==> config.mk <==
export PLATFORM = sky130hd
export DESIGN_NAME = mirror_bit_byte_fifo
export DESIGN_NICKNAME = d
export VERILOG_FILES = /design/src/mbbf_pkg.sv /design/src/mirror_bit_byte_fifo.sv
export SDC_FILE = /design/constraint.sdc
export NUM_CORES = 2
export LEC_CHECK = 0
export BUFFER_PORTS_ARGS = -buffer_cell sky130_fd_sc_hd__buf_2
export CAP_MARGIN = 0
export CORE_MARGIN = 8
export CORE_UTILIZATION = 57
export DETAILED_ROUTE_END_ITERATION = 6
export PLACE_DENSITY = 0.73
export SKIP_LAST_GASP = 1
export SLEW_MARGIN = 20
export SYNTH_ARGS = -nofsm -noshare
export SYNTH_HDL_FRONTEND = slang
export SYNTH_SLANG_ARGS = --single-unit
==> constraint.sdc <==
create_clock -name i_clk -period 8.3 [get_ports i_clk]
set_input_delay 0.415 -clock i_clk [delete_from_list [all_inputs] [get_ports i_clk]]
set_output_delay 0.415 -clock i_clk [all_outputs]
set_load 0.05 [all_outputs]
==> src/mbbf_pkg.sv <==
`default_nettype none

package mbbf_pkg;

    // Built storage depth and the width of the capacity register.
    localparam int DEPTH_DEFAULT = 256;
    localparam int CAP_W         = 9;

    // Action codes carried by an input word.
    typedef enum logic [1:0] {
        ACT_PUSH       = 2'd0,
        ACT_PUSH_FORCE = 2'd1,
        ACT_POP        = 2'd2,
        ACT_FLUSH      = 2'd3
    } t_action;

    // Fill state codes reported with every result word.
    localparam logic [1:0] FILL_EMPTY   = 2'd0;
    localparam logic [1:0] FILL_PARTIAL = 2'd1;
    localparam logic [1:0] FILL_FULL    = 2'd2;

    // Register index of the capacity register.
    localparam logic REG_CAPACITY = 1'b0;

endpackage

`default_nettype wire

==> src/mirror_bit_byte_fifo.sv <==
// Pipeline: an accepted input word passes through the read-wait stage, which takes the
// registered read of the storage memory, and then through the output register. A stalled
// result word holds the input off until it moves.
// Throughput: one word per cycle while the result side does not stall; the storage memory
// does one write and one registered read per cycle, and result metadata waits one stage for the read data.
// Reset: synchronous, active low; both positions and wrap bits clear to zero and the
// capacity register returns to the built depth. Storage contents are not cleared.
`default_nettype none

module mirror_bit_byte_fifo #(
    parameter int DEPTH = mbbf_pkg::DEPTH_DEFAULT
) (
    input  wire logic        i_clk,
    input  wire logic        i_rst_n,
    // Input words.
    input  wire logic        i_valid,
    output logic             o_ready,
    input  wire logic [1:0]  i_action,
    input  wire logic [7:0]  i_data_byte,
    // Result words.
    output logic             o_valid,
    input  wire logic        i_ready,
    output logic             o_accepted,
    output logic [7:0]       o_read_data,
    output logic             o_overwrote,
    output logic [1:0]       o_fill_state,
    output logic [8:0]       o_fill_count,
    // Configuration port.
    input  wire logic        psel,
    input  wire logic        penable,
    input  wire logic        pwrite,
    input  wire logic [2:0]  paddr,
    input  wire logic [31:0] pwdata,
    output logic [31:0]      prdata,
    output logic             pready
);

    localparam int CW = mbbf_pkg::CAP_W;
    localparam int AW = (DEPTH > 1) ? $clog2(DEPTH) : 1;
    localparam int LW = (AW > CW) ? AW : CW;
    localparam int CAP_MAX = (1 << CW) - 1;
    localparam logic [CW-1:0] CAP_RESET = (DEPTH > CAP_MAX) ? CW'(CAP_MAX) : CW'(DEPTH);

    // Storage memory, read through a register.
    logic [7:0]    r_mem [DEPTH];
    logic [7:0]    r_mem_q;

    // FIFO positions and mirror bits.
    logic [AW-1:0] r_rd_pos, n_rd_pos;
    logic [AW-1:0] r_wr_pos, n_wr_pos;
    logic          r_rd_wrap, n_rd_wrap;
    logic          r_wr_wrap, n_wr_wrap;
    logic [CW-1:0] r_cap;

    // Stage waiting for the memory read data.
    logic          r_a_valid;
    logic          r_a_acc;
    logic          r_a_ow;
    logic          r_a_rd;

    logic          r_out_valid;
    logic          r_out_acc;
    logic [7:0]    r_out_data;
    logic          r_out_ow;
    logic [1:0]    r_out_state;
    logic [8:0]    r_out_count;

    logic          in_fire;
    logic          a_move;
    logic          cfg_wr;
    logic [CW-1:0] cap_use;
    logic [LW-1:0] cap_last;
    logic          is_empty;
    logic          is_full;
    logic          do_write;
    logic          do_pop;
    logic          n_acc;
    logic          n_ow;
    logic [1:0]    fill_state;
    logic [LW-1:0] fill_count;
    logic [LW-1:0] rd_ext;
    logic [LW-1:0] wr_ext;
    mbbf_pkg::t_action act;

    // Next position and wrap bit after one step around the ring.
    function automatic logic [AW:0] step_pos(input logic [AW-1:0] pos, input logic wrap,
                                             input logic [LW-1:0] last);
        logic [AW:0] res;
        if (LW'(pos) >= last) begin
            res = {~wrap, {AW{1'b0}}};
        end else begin
            res = {wrap, pos + AW'(1)};
        end
        return res;
    endfunction

    // Handshakes.
    assign a_move  = r_a_valid && (!r_out_valid || i_ready);
    assign o_ready = !r_a_valid || a_move;
    assign in_fire = i_valid && o_ready;
    assign cfg_wr  = psel && penable && pwrite && (paddr[2] == mbbf_pkg::REG_CAPACITY);
    assign pready  = 1'b1;
    assign prdata  = (paddr[2] == mbbf_pkg::REG_CAPACITY) ? {{(32-CW){1'b0}}, r_cap} : '0;

    // Capacity in use, with zero acting as one and large values clamped to the depth.
    always_comb begin
        if (r_cap == '0) begin
            cap_use = CW'(1);
        end else if (17'(r_cap) > 17'(DEPTH)) begin
            cap_use = CAP_RESET;
        end else begin
            cap_use = r_cap;
        end
        cap_last = LW'(cap_use) - LW'(1);
    end

    // Fill state from the current positions.
    assign rd_ext   = LW'(r_rd_pos);
    assign wr_ext   = LW'(r_wr_pos);
    assign is_empty = (r_rd_pos == r_wr_pos) && (r_rd_wrap == r_wr_wrap);
    assign is_full  = (r_rd_pos == r_wr_pos) && (r_rd_wrap != r_wr_wrap);

    always_comb begin
        if (is_empty) begin
            fill_state = mbbf_pkg::FILL_EMPTY;
            fill_count = '0;
        end else if (is_full) begin
            fill_state = mbbf_pkg::FILL_FULL;
            fill_count = LW'(cap_use);
        end else begin
            fill_state = mbbf_pkg::FILL_PARTIAL;
            if (wr_ext > rd_ext) begin
                fill_count = wr_ext - rd_ext;
            end else begin
                fill_count = LW'(cap_use) - (rd_ext - wr_ext);
            end
        end
    end

    // Action decode and next positions.
    assign act = mbbf_pkg::t_action'(i_action);

    always_comb begin
        do_write  = 1'b0;
        do_pop    = 1'b0;
        n_acc     = 1'b0;
        n_ow      = 1'b0;
        n_rd_pos  = r_rd_pos;
        n_rd_wrap = r_rd_wrap;
        n_wr_pos  = r_wr_pos;
        n_wr_wrap = r_wr_wrap;
        unique case (act)
            mbbf_pkg::ACT_PUSH: begin
                if (!is_full) begin
                    do_write = 1'b1;
                    n_acc    = 1'b1;
                    {n_wr_wrap, n_wr_pos} = step_pos(r_wr_pos, r_wr_wrap, cap_last);
                end
            end
            mbbf_pkg::ACT_PUSH_FORCE: begin
                do_write = 1'b1;
                n_acc    = 1'b1;
                {n_wr_wrap, n_wr_pos} = step_pos(r_wr_pos, r_wr_wrap, cap_last);
                if (is_full) begin
                    n_ow = 1'b1;
                    {n_rd_wrap, n_rd_pos} = step_pos(r_rd_pos, r_rd_wrap, cap_last);
                end
            end
            mbbf_pkg::ACT_POP: begin
                if (!is_empty) begin
                    do_pop = 1'b1;
                    n_acc  = 1'b1;
                    {n_rd_wrap, n_rd_pos} = step_pos(r_rd_pos, r_rd_wrap, cap_last);
                end
            end
            mbbf_pkg::ACT_FLUSH: begin
                n_acc     = 1'b1;
                n_rd_pos  = '0;
                n_rd_wrap = 1'b0;
                n_wr_pos  = '0;
                n_wr_wrap = 1'b0;
            end
            default: begin
                n_acc = 1'b0;
            end
        endcase
    end

    // Storage memory: one write and one registered read per cycle.
    always_ff @(posedge i_clk) begin
        if (in_fire && do_write) begin
            r_mem[r_wr_pos] <= i_data_byte;
        end
        if (in_fire && do_pop) begin
            r_mem_q <= r_mem[r_rd_pos];
        end
    end

    // Positions, wrap bits and the capacity register.
    always_ff @(posedge i_clk) begin
        if (!i_rst_n) begin
            r_rd_pos  <= '0;
            r_wr_pos  <= '0;
            r_rd_wrap <= 1'b0;
            r_wr_wrap <= 1'b0;
            r_cap     <= CAP_RESET;
        end else if (cfg_wr) begin
            r_cap     <= pwdata[CW-1:0];
            r_rd_pos  <= '0;
            r_wr_pos  <= '0;
            r_rd_wrap <= 1'b0;
            r_wr_wrap <= 1'b0;
        end else if (in_fire) begin
            r_rd_pos  <= n_rd_pos;
            r_wr_pos  <= n_wr_pos;
            r_rd_wrap <= n_rd_wrap;
            r_wr_wrap <= n_wr_wrap;
        end
    end

    // Stage that waits for the registered read data.
    always_ff @(posedge i_clk) begin
        if (!i_rst_n) begin
            r_a_valid <= 1'b0;
        end else if (in_fire) begin
            r_a_valid <= 1'b1;
        end else if (a_move) begin
            r_a_valid <= 1'b0;
        end
    end

    always_ff @(posedge i_clk) begin
        if (in_fire) begin
            r_a_acc <= n_acc;
            r_a_ow  <= n_ow;
            r_a_rd  <= do_pop;
        end
    end

    // Output register; the fill figures come from the positions this word left behind.
    always_ff @(posedge i_clk) begin
        if (!i_rst_n) begin
            r_out_valid <= 1'b0;
        end else if (a_move) begin
            r_out_valid <= 1'b1;
        end else if (i_ready) begin
            r_out_valid <= 1'b0;
        end
    end

    always_ff @(posedge i_clk) begin
        if (a_move) begin
            r_out_acc   <= r_a_acc;
            r_out_data  <= r_a_rd ? r_mem_q : 8'd0;
            r_out_ow    <= r_a_ow;
            r_out_state <= fill_state;
            r_out_count <= fill_count[8:0];
        end
    end

    assign o_valid      = r_out_valid;
    assign o_accepted   = r_out_acc;
    assign o_read_data  = r_out_data;
    assign o_overwrote  = r_out_ow;
    assign o_fill_state = r_out_state;
    assign o_fill_count = r_out_count;

endmodule

`default_nettype wire

After elaboration in Yosys (flattened, before gate mapping)
Memory sizes are Yosys's and may differ from the RTL's. A register that Yosys moved wholly into a read port is not among the register bits.
Index checks and enable logic that the tools add are counted.
Storage, ports and cells
  flip-flop bits (word level): 53
  latch bits: 0
  RAM bits: 2048
  ROM bits: 0
  input bits: 52
  logic and storage cells: 92
  memories: 1
Cells by class
  add/sub/neg operators: 6
  multiply operators: 0
  div/mod/pow operators: 0
  magnitude comparators: 4
  equal/unequal tests: 9
  shifts and indexed selects: 0
  mux-type cells: 30
  bitwise gates (word level): 4
  reductions and logical operators: 23
Memories
  r_mem: words 256, width 8, read ports 1, clocked after memory_dff 1, write ports 1, RTL line mirror_bit_byte_fifo.sv:45  | logic [7:0] r_mem [DEPTH];
Operators with widths (count)
  $mux 9: 7
  $pmux 8 s3: 2
  $mux 8: 3
  $ge 8x9->1: 2
  $sub 8x8->9: 2
  $add 8x1->8 const B: 2
  $mux 1: 13
  $gt 9x9->1 const B: 1
  $logic_and 1x1->1: 9
  $logic_not 9->1: 1
  $pmux 1 s3: 3
  $sub 9x1->9 const B: 1
  $sub 9x9->9: 1
  $eq 8x8->1: 1
  $gt 8x8->1: 1
  $ne 2x2->1 const B: 3
  $reduce_bool 3->1: 2
  $eq 2x2->1 const B: 2
  $not 1->1: 4
  $reduce_and 4->1: 1
  $reduce_bool 2->1: 2
  $reduce_or 2->1: 2
  $reduce_and 3->1: 1
  $eq 2x1->1 const B: 1
  other kinds (7): 9

Logic depth before layout (Yosys ltp)
  depth in word-level cells: 8
  gate-level depth with buffers: 18

Least setup slack after synthesis
No wires, ideal clock.
  path kind: register -> register
  start: reg r_rd_pos[1]
  end: mem r_mem[224][0], enable pin
  library setup time: 0.285 ns
  data arrival time: 3.883 ns
  path slack: 4.132 ns
  cell stages (with the launch flop): 15
  path buffers: 5
  path through: dfxtp_1 -> buf_2 -> buf_1 -> buf_1 -> clkbuf_1 -> inv_1 -> ha_1 -> nand4_1 -> nor2_1 -> nand2_1 -> o21ai_1 -> nor3_1 -> nand2_1 -> buf_2 -> nor2_1
Between the ends
  word-level cells in the longest chain between the ends: 7
Ends and longest elaborated chain
  from (decl): RTL line mirror_bit_byte_fifo.sv:49  | logic [AW-1:0] r_rd_pos, n_rd_pos;
  from (signal assigned): RTL line mirror_bit_byte_fifo.sv:214  | r_rd_pos <= n_rd_pos;
  $eq 8x8->1: RTL line mirror_bit_byte_fifo.sv:121  | assign is_full = (r_rd_pos == r_wr_pos) && (r_rd_wrap != r_wr_wrap);
  $logic_and 1x1->1: RTL line mirror_bit_byte_fifo.sv:121
  $mux 1: RTL line mirror_bit_byte_fifo.sv:154  | if (!is_full) begin
  $pmux 1 s2: RTL line mirror_bit_byte_fifo.sv:152  | unique case (act)
  $logic_and 1x1->1: RTL line mirror_bit_byte_fifo.sv:191  | if (in_fire && do_write) begin
  $mux 1: RTL line mirror_bit_byte_fifo.sv:191
  $mux 1 (implied by the code): RTL line mirror_bit_byte_fifo.sv:192  | r_mem[r_wr_pos] <= i_data_byte;
  to (decl): RTL line mirror_bit_byte_fifo.sv:45
Every way passes these cells.

Worst setup path in the final report
  start: reg r_rd_pos[2]
  end: mem r_mem[196][1], enable pin
Same word-level chain as after synthesis.

==> qor.txt <==
status = complete, no violations
EDFF count, synth = 2,080
critical path arrival = 6120 ps
worst hold endpoint = r_mem[110][2]
Skew-Pair Late Insertion Delay = 830 ps
FF+latch count, synth = 2,109
Worst Reg-to-Reg Cells = 9
kind of critical path = flop to flop
GR peak layer = met2
Crit. path cell count = 9
GRT overflow = 0
met1 usage = 34.4%
CP cell instances = inv_8, ha_1, nand4_1, nor2_1, nand2_1, o21ai_1, nor3_1, nand2_1, nor2_1
reg2reg end = r_mem[196][1]
Final Hold Viols = 0
CP startpoint kind = flop
number of setup buffers added after CTS = 0
Worst-Margin Slew = 1210 ps
Setup Viol. Count Final = 0
Slowest-stage cell, CP = o21ai_1
Total GRT Usage = 24.2%
Port Buffers = 58
# DRC = 0
Lkg Pwr = 27.9 nW
Adder-Cell Fraction of Synth Area = 0.744%
RD Place Congestion = 0.830
Die ar. = 158,000 um2
H-Tree Depth = 4
fill cell count = 9,280
sequential fraction of the synthesis area = 76.0%
Ys Warns = 0
Routed WL per cell = 31.9 um
crit path buf inv count = 1
clk_skew = 33.3 ps
WP data required = 8750 ps
largest net degree at the start of global routing = 150
DP HPWL = 108 mm
Yosys cell types = 62
post-synthesis xor/xnor area fraction = 0.222%
DR vias = 39,600
CTS Buf Count = 196
placed cell count = 5,628
Max clock buf depth = 3
setup TNS = 0 ps
CORE AREA = 145,000 um2
Post-Route WL = 192 mm
main combinational cell family by area after synthesis = multiplexers
CP max stage delay = 1020 ps
initial antenna violation count = 7
CP delay by family, top = simple AND/OR/NAND/NOR gates
Clock Sinks = 2,109
fmax = 0.176 GHz
Worst R2R Setup Slack = 2630 ps
Cells after Synth = 3,806
P&R area growth vs syn = 10.8%
simple-gate share of the synthesized area = 2.64%
FF-to-FF Start = r_rd_pos[2]
worst ir drop on vdd = 0.221 mV
Compound-Gate Fraction of Synth Area = 1.59%
Slew Viols, Final = 0
Starting Density = 57.2%
vias in the first global route = 39,600
Top FF cell, synth = edfxtp_1
type of the most critical hold path = primary input to flop
Final #Nets = 4,028
crit path time final = 5670 ps
IO Pins = 108
power density over the cells = 235 nW/um2
first-pass GRT wire length = 277 mm
clock slew at reported path FFs = 60 ps
post-synthesis mux area share = 17.3%
RSZ-0062 raised after global routing = false
CTS tree = yes
1st-iter DRT viols = 5,021
grt met3 use = 5.21%
post-route insts no fill = 6,016
Post-CTS Resized = 0
Tcrit/Tclk final = 68.3%
share of layout cells above drive strength 1 = 25.7%
Hold Path Cell Cnt = 1
CP max FO = 51
Die W = 397 um
Post-Synthesis Cell Area = 82,900 um2
vias per cell = 6.58
Pre-Repair DR Iteration Count = 5
maxcap violations = 0
clk root buf = clkbuf_16
Async SR Flop Fraction = 0%
hold path start = i_data_byte[2]
DIE HEIGHT = 397 um
Avg Cell Area, Syn = 21.8 um2
met2 Use GR = 38.5%
Slew HR = 18.9%
Site Rows = 140
critical path endpoint category = flop
antenna-violating nets left = 0
[area by class of cell]
class,count,area (um2),share of cell area (%)
tap,1917,2400,2.61
multi-input combinational,1445,18900,20.5
inverter,41,161,0.176
clock inverter,111,995,1.08
clock buffer,249,5300,5.77
antenna,3,7.51,0.00817
sequential,2109,63100,68.6
timing repair buffer,141,1130,1.23
[worst max path at each step]
stage | startpoint | to | slack, ps
2_1_floorplan | r_rd_pos[1] | r_mem[224][0] | 4130
3_3_place_gp | r_rd_pos[2] | r_mem[199][1] | 2840
3_5_place_dp | r_rd_pos[2] | r_mem[196][2] | 2720
4_1_cts | r_rd_pos[2] | r_mem[202][6] | 2640
5_1_grt | r_rd_pos[2] | r_mem[202][2] | 2350
6_report | r_rd_pos[2] | r_mem[196][1] | 2630
[where the power goes]
part / internal [mW] / switching [mW] / total, mW
Sequential: 11.7 / 0.0210 / 11.7
Combinational: 0.424 / 0.621 / 1.04
Clock: 5.03 / 3.82 / 8.85
[flip-flops by register name (all words and copies together) (netlist names), 2 cells and up]
| name | flops |
|---|---|
| r_mem_q | 8 |
| r_wr_pos | 8 |
| o_fill_count | 9 |
| r_mem | 2048 |
| o_fill_state | 2 |
| o_read_data | 8 |
| r_cap | 9 |
| r_rd_pos | 8 |
[cell families (layout without fill, tap and decap cells)]
group,count (synthesis),after routing
flip-flops,2109,2109
multiplexers,646,646
AND/OR/NAND/NOR,516,516
buffers and inverters,274,542
AO/OA/AOI/OAI,194,194
adder cells (fa/ha/maj),44,44
XOR/XNOR,21,21
other,2,27
[worst register-to-register path: stages, from the launching register on]
cell	delay, ps
dfxtp_1	910
inv_8	430
ha_1	520
nand4_1	120
nor2_1	480
nand2_1	360
o21ai_1	1020
nor3_1	410
nand2_1	670
nor2_1	390
[synthesized netlist by cell type, types with 2 or more instances]
cell type / count / area share [%]
and2_1: 12 / 0.091
mux2i_1: 15 / 0.18
inv_1: 37 / 0.17
nand2_1: 117 / 0.53
a22o_1: 8 / 0.084
mux4_2: 631 / 17
nand4_1: 7 / 0.053
a21boi_0: 9 / 0.081
clkbuf_1: 113 / 0.51
a211oi_1: 4 / 0.036
or3_1: 5 / 0.038
xnor2_1: 15 / 0.16
a221oi_1: 12 / 0.13
buf_2: 79 / 0.48
o22ai_1: 5 / 0.038
buf_1: 15 / 0.068
or4_1: 2 / 0.018
xor2_1: 6 / 0.063
nand3_1: 19 / 0.11
a32oi_1: 3 / 0.032
o221ai_1: 8 / 0.084
a31oi_1: 13 / 0.098
o21a_1: 5 / 0.045
nor4_1: 9 / 0.068
o21ai_1: 6 / 0.036
o21bai_1: 2 / 0.018
dfxtp_1: 29 / 0.70
conb_1: 2 / 0.0091
buf_4: 25 / 0.23
o21ai_0: 32 / 0.19
o211ai_1: 4 / 0.036
nand2b_1: 4 / 0.030
inv_2: 2 / 0.0091
nor2_1: 297 / 1.3
nor3_1: 15 / 0.091
a21o_1: 6 / 0.054
clkinv_1: 2 / 0.0091
fa_1: 9 / 0.22
ha_1: 33 / 0.50
edfxtp_1: 2080 / 75
and3_1: 4 / 0.030
nor2b_1: 18 / 0.14
a41oi_1: 3 / 0.032
a22oi_1: 36 / 0.33
a21oi_1: 31 / 0.19
[timing repair]
| action | CTS | global route |
|---|---|---|
| endpoints found under the hold margin | 14 | 0 |
| endpoints found under the setup margin | 0 | 0 |
| hold buffers | 25 | 0 |
[cells in the final DEF, fill, tap and decap left out, types with 7 or more instances in the layout]
cell type / n
a21boi_0: 9
a21oi_1: 31
a221oi_1: 12
a22o_1: 8
a22oi_1: 36
a31oi_1: 13
and2_1: 12
buf_2: 50
buf_4: 49
bufinv_16: 17
clkbuf_1: 41
clkbuf_16: 203
clkbuf_8: 13
clkinv_1: 57
clkinv_2: 25
conb_1: 24
dfxtp_1: 26
dlygate4sd3_1: 25
edfxtp_1: 2080
fa_1: 9
ha_1: 33
inv_1: 36
mux2i_1: 15
mux4_2: 631
nand2_1: 105
nand2_2: 9
nand3_1: 15
nand4_1: 7
nor2_1: 292
nor2b_1: 17
nor3_1: 13
o21ai_0: 32
o221ai_1: 8
xnor2_1: 15
[routing by layer]
metal | vias to the layer above | share of wire [%]
met4 | 4 | 2.7
met5 | - | 0.011
met2 | 2201 | 49
li1 | 16100 | -
met1 | 21000 | 38
met3 | 277 | 10
[per-stage QoR]
step                power [mW]  hold WS [ps]  utilization, %  setup WS [ps]  instance area [um2]
floorplan                 12.6           400               -           4130                83000
global placement          13.0           407            58.8           2840                85300
detailed placement        13.0           415            58.9           2720                85400
CTS                       21.7          59.1            63.4           2640                91900
global route              22.2          74.1            63.4           2350                91900
finish                    21.6          85.0            63.4           2630                91900
Note: power is estimated with default switching activity, not from simulation.
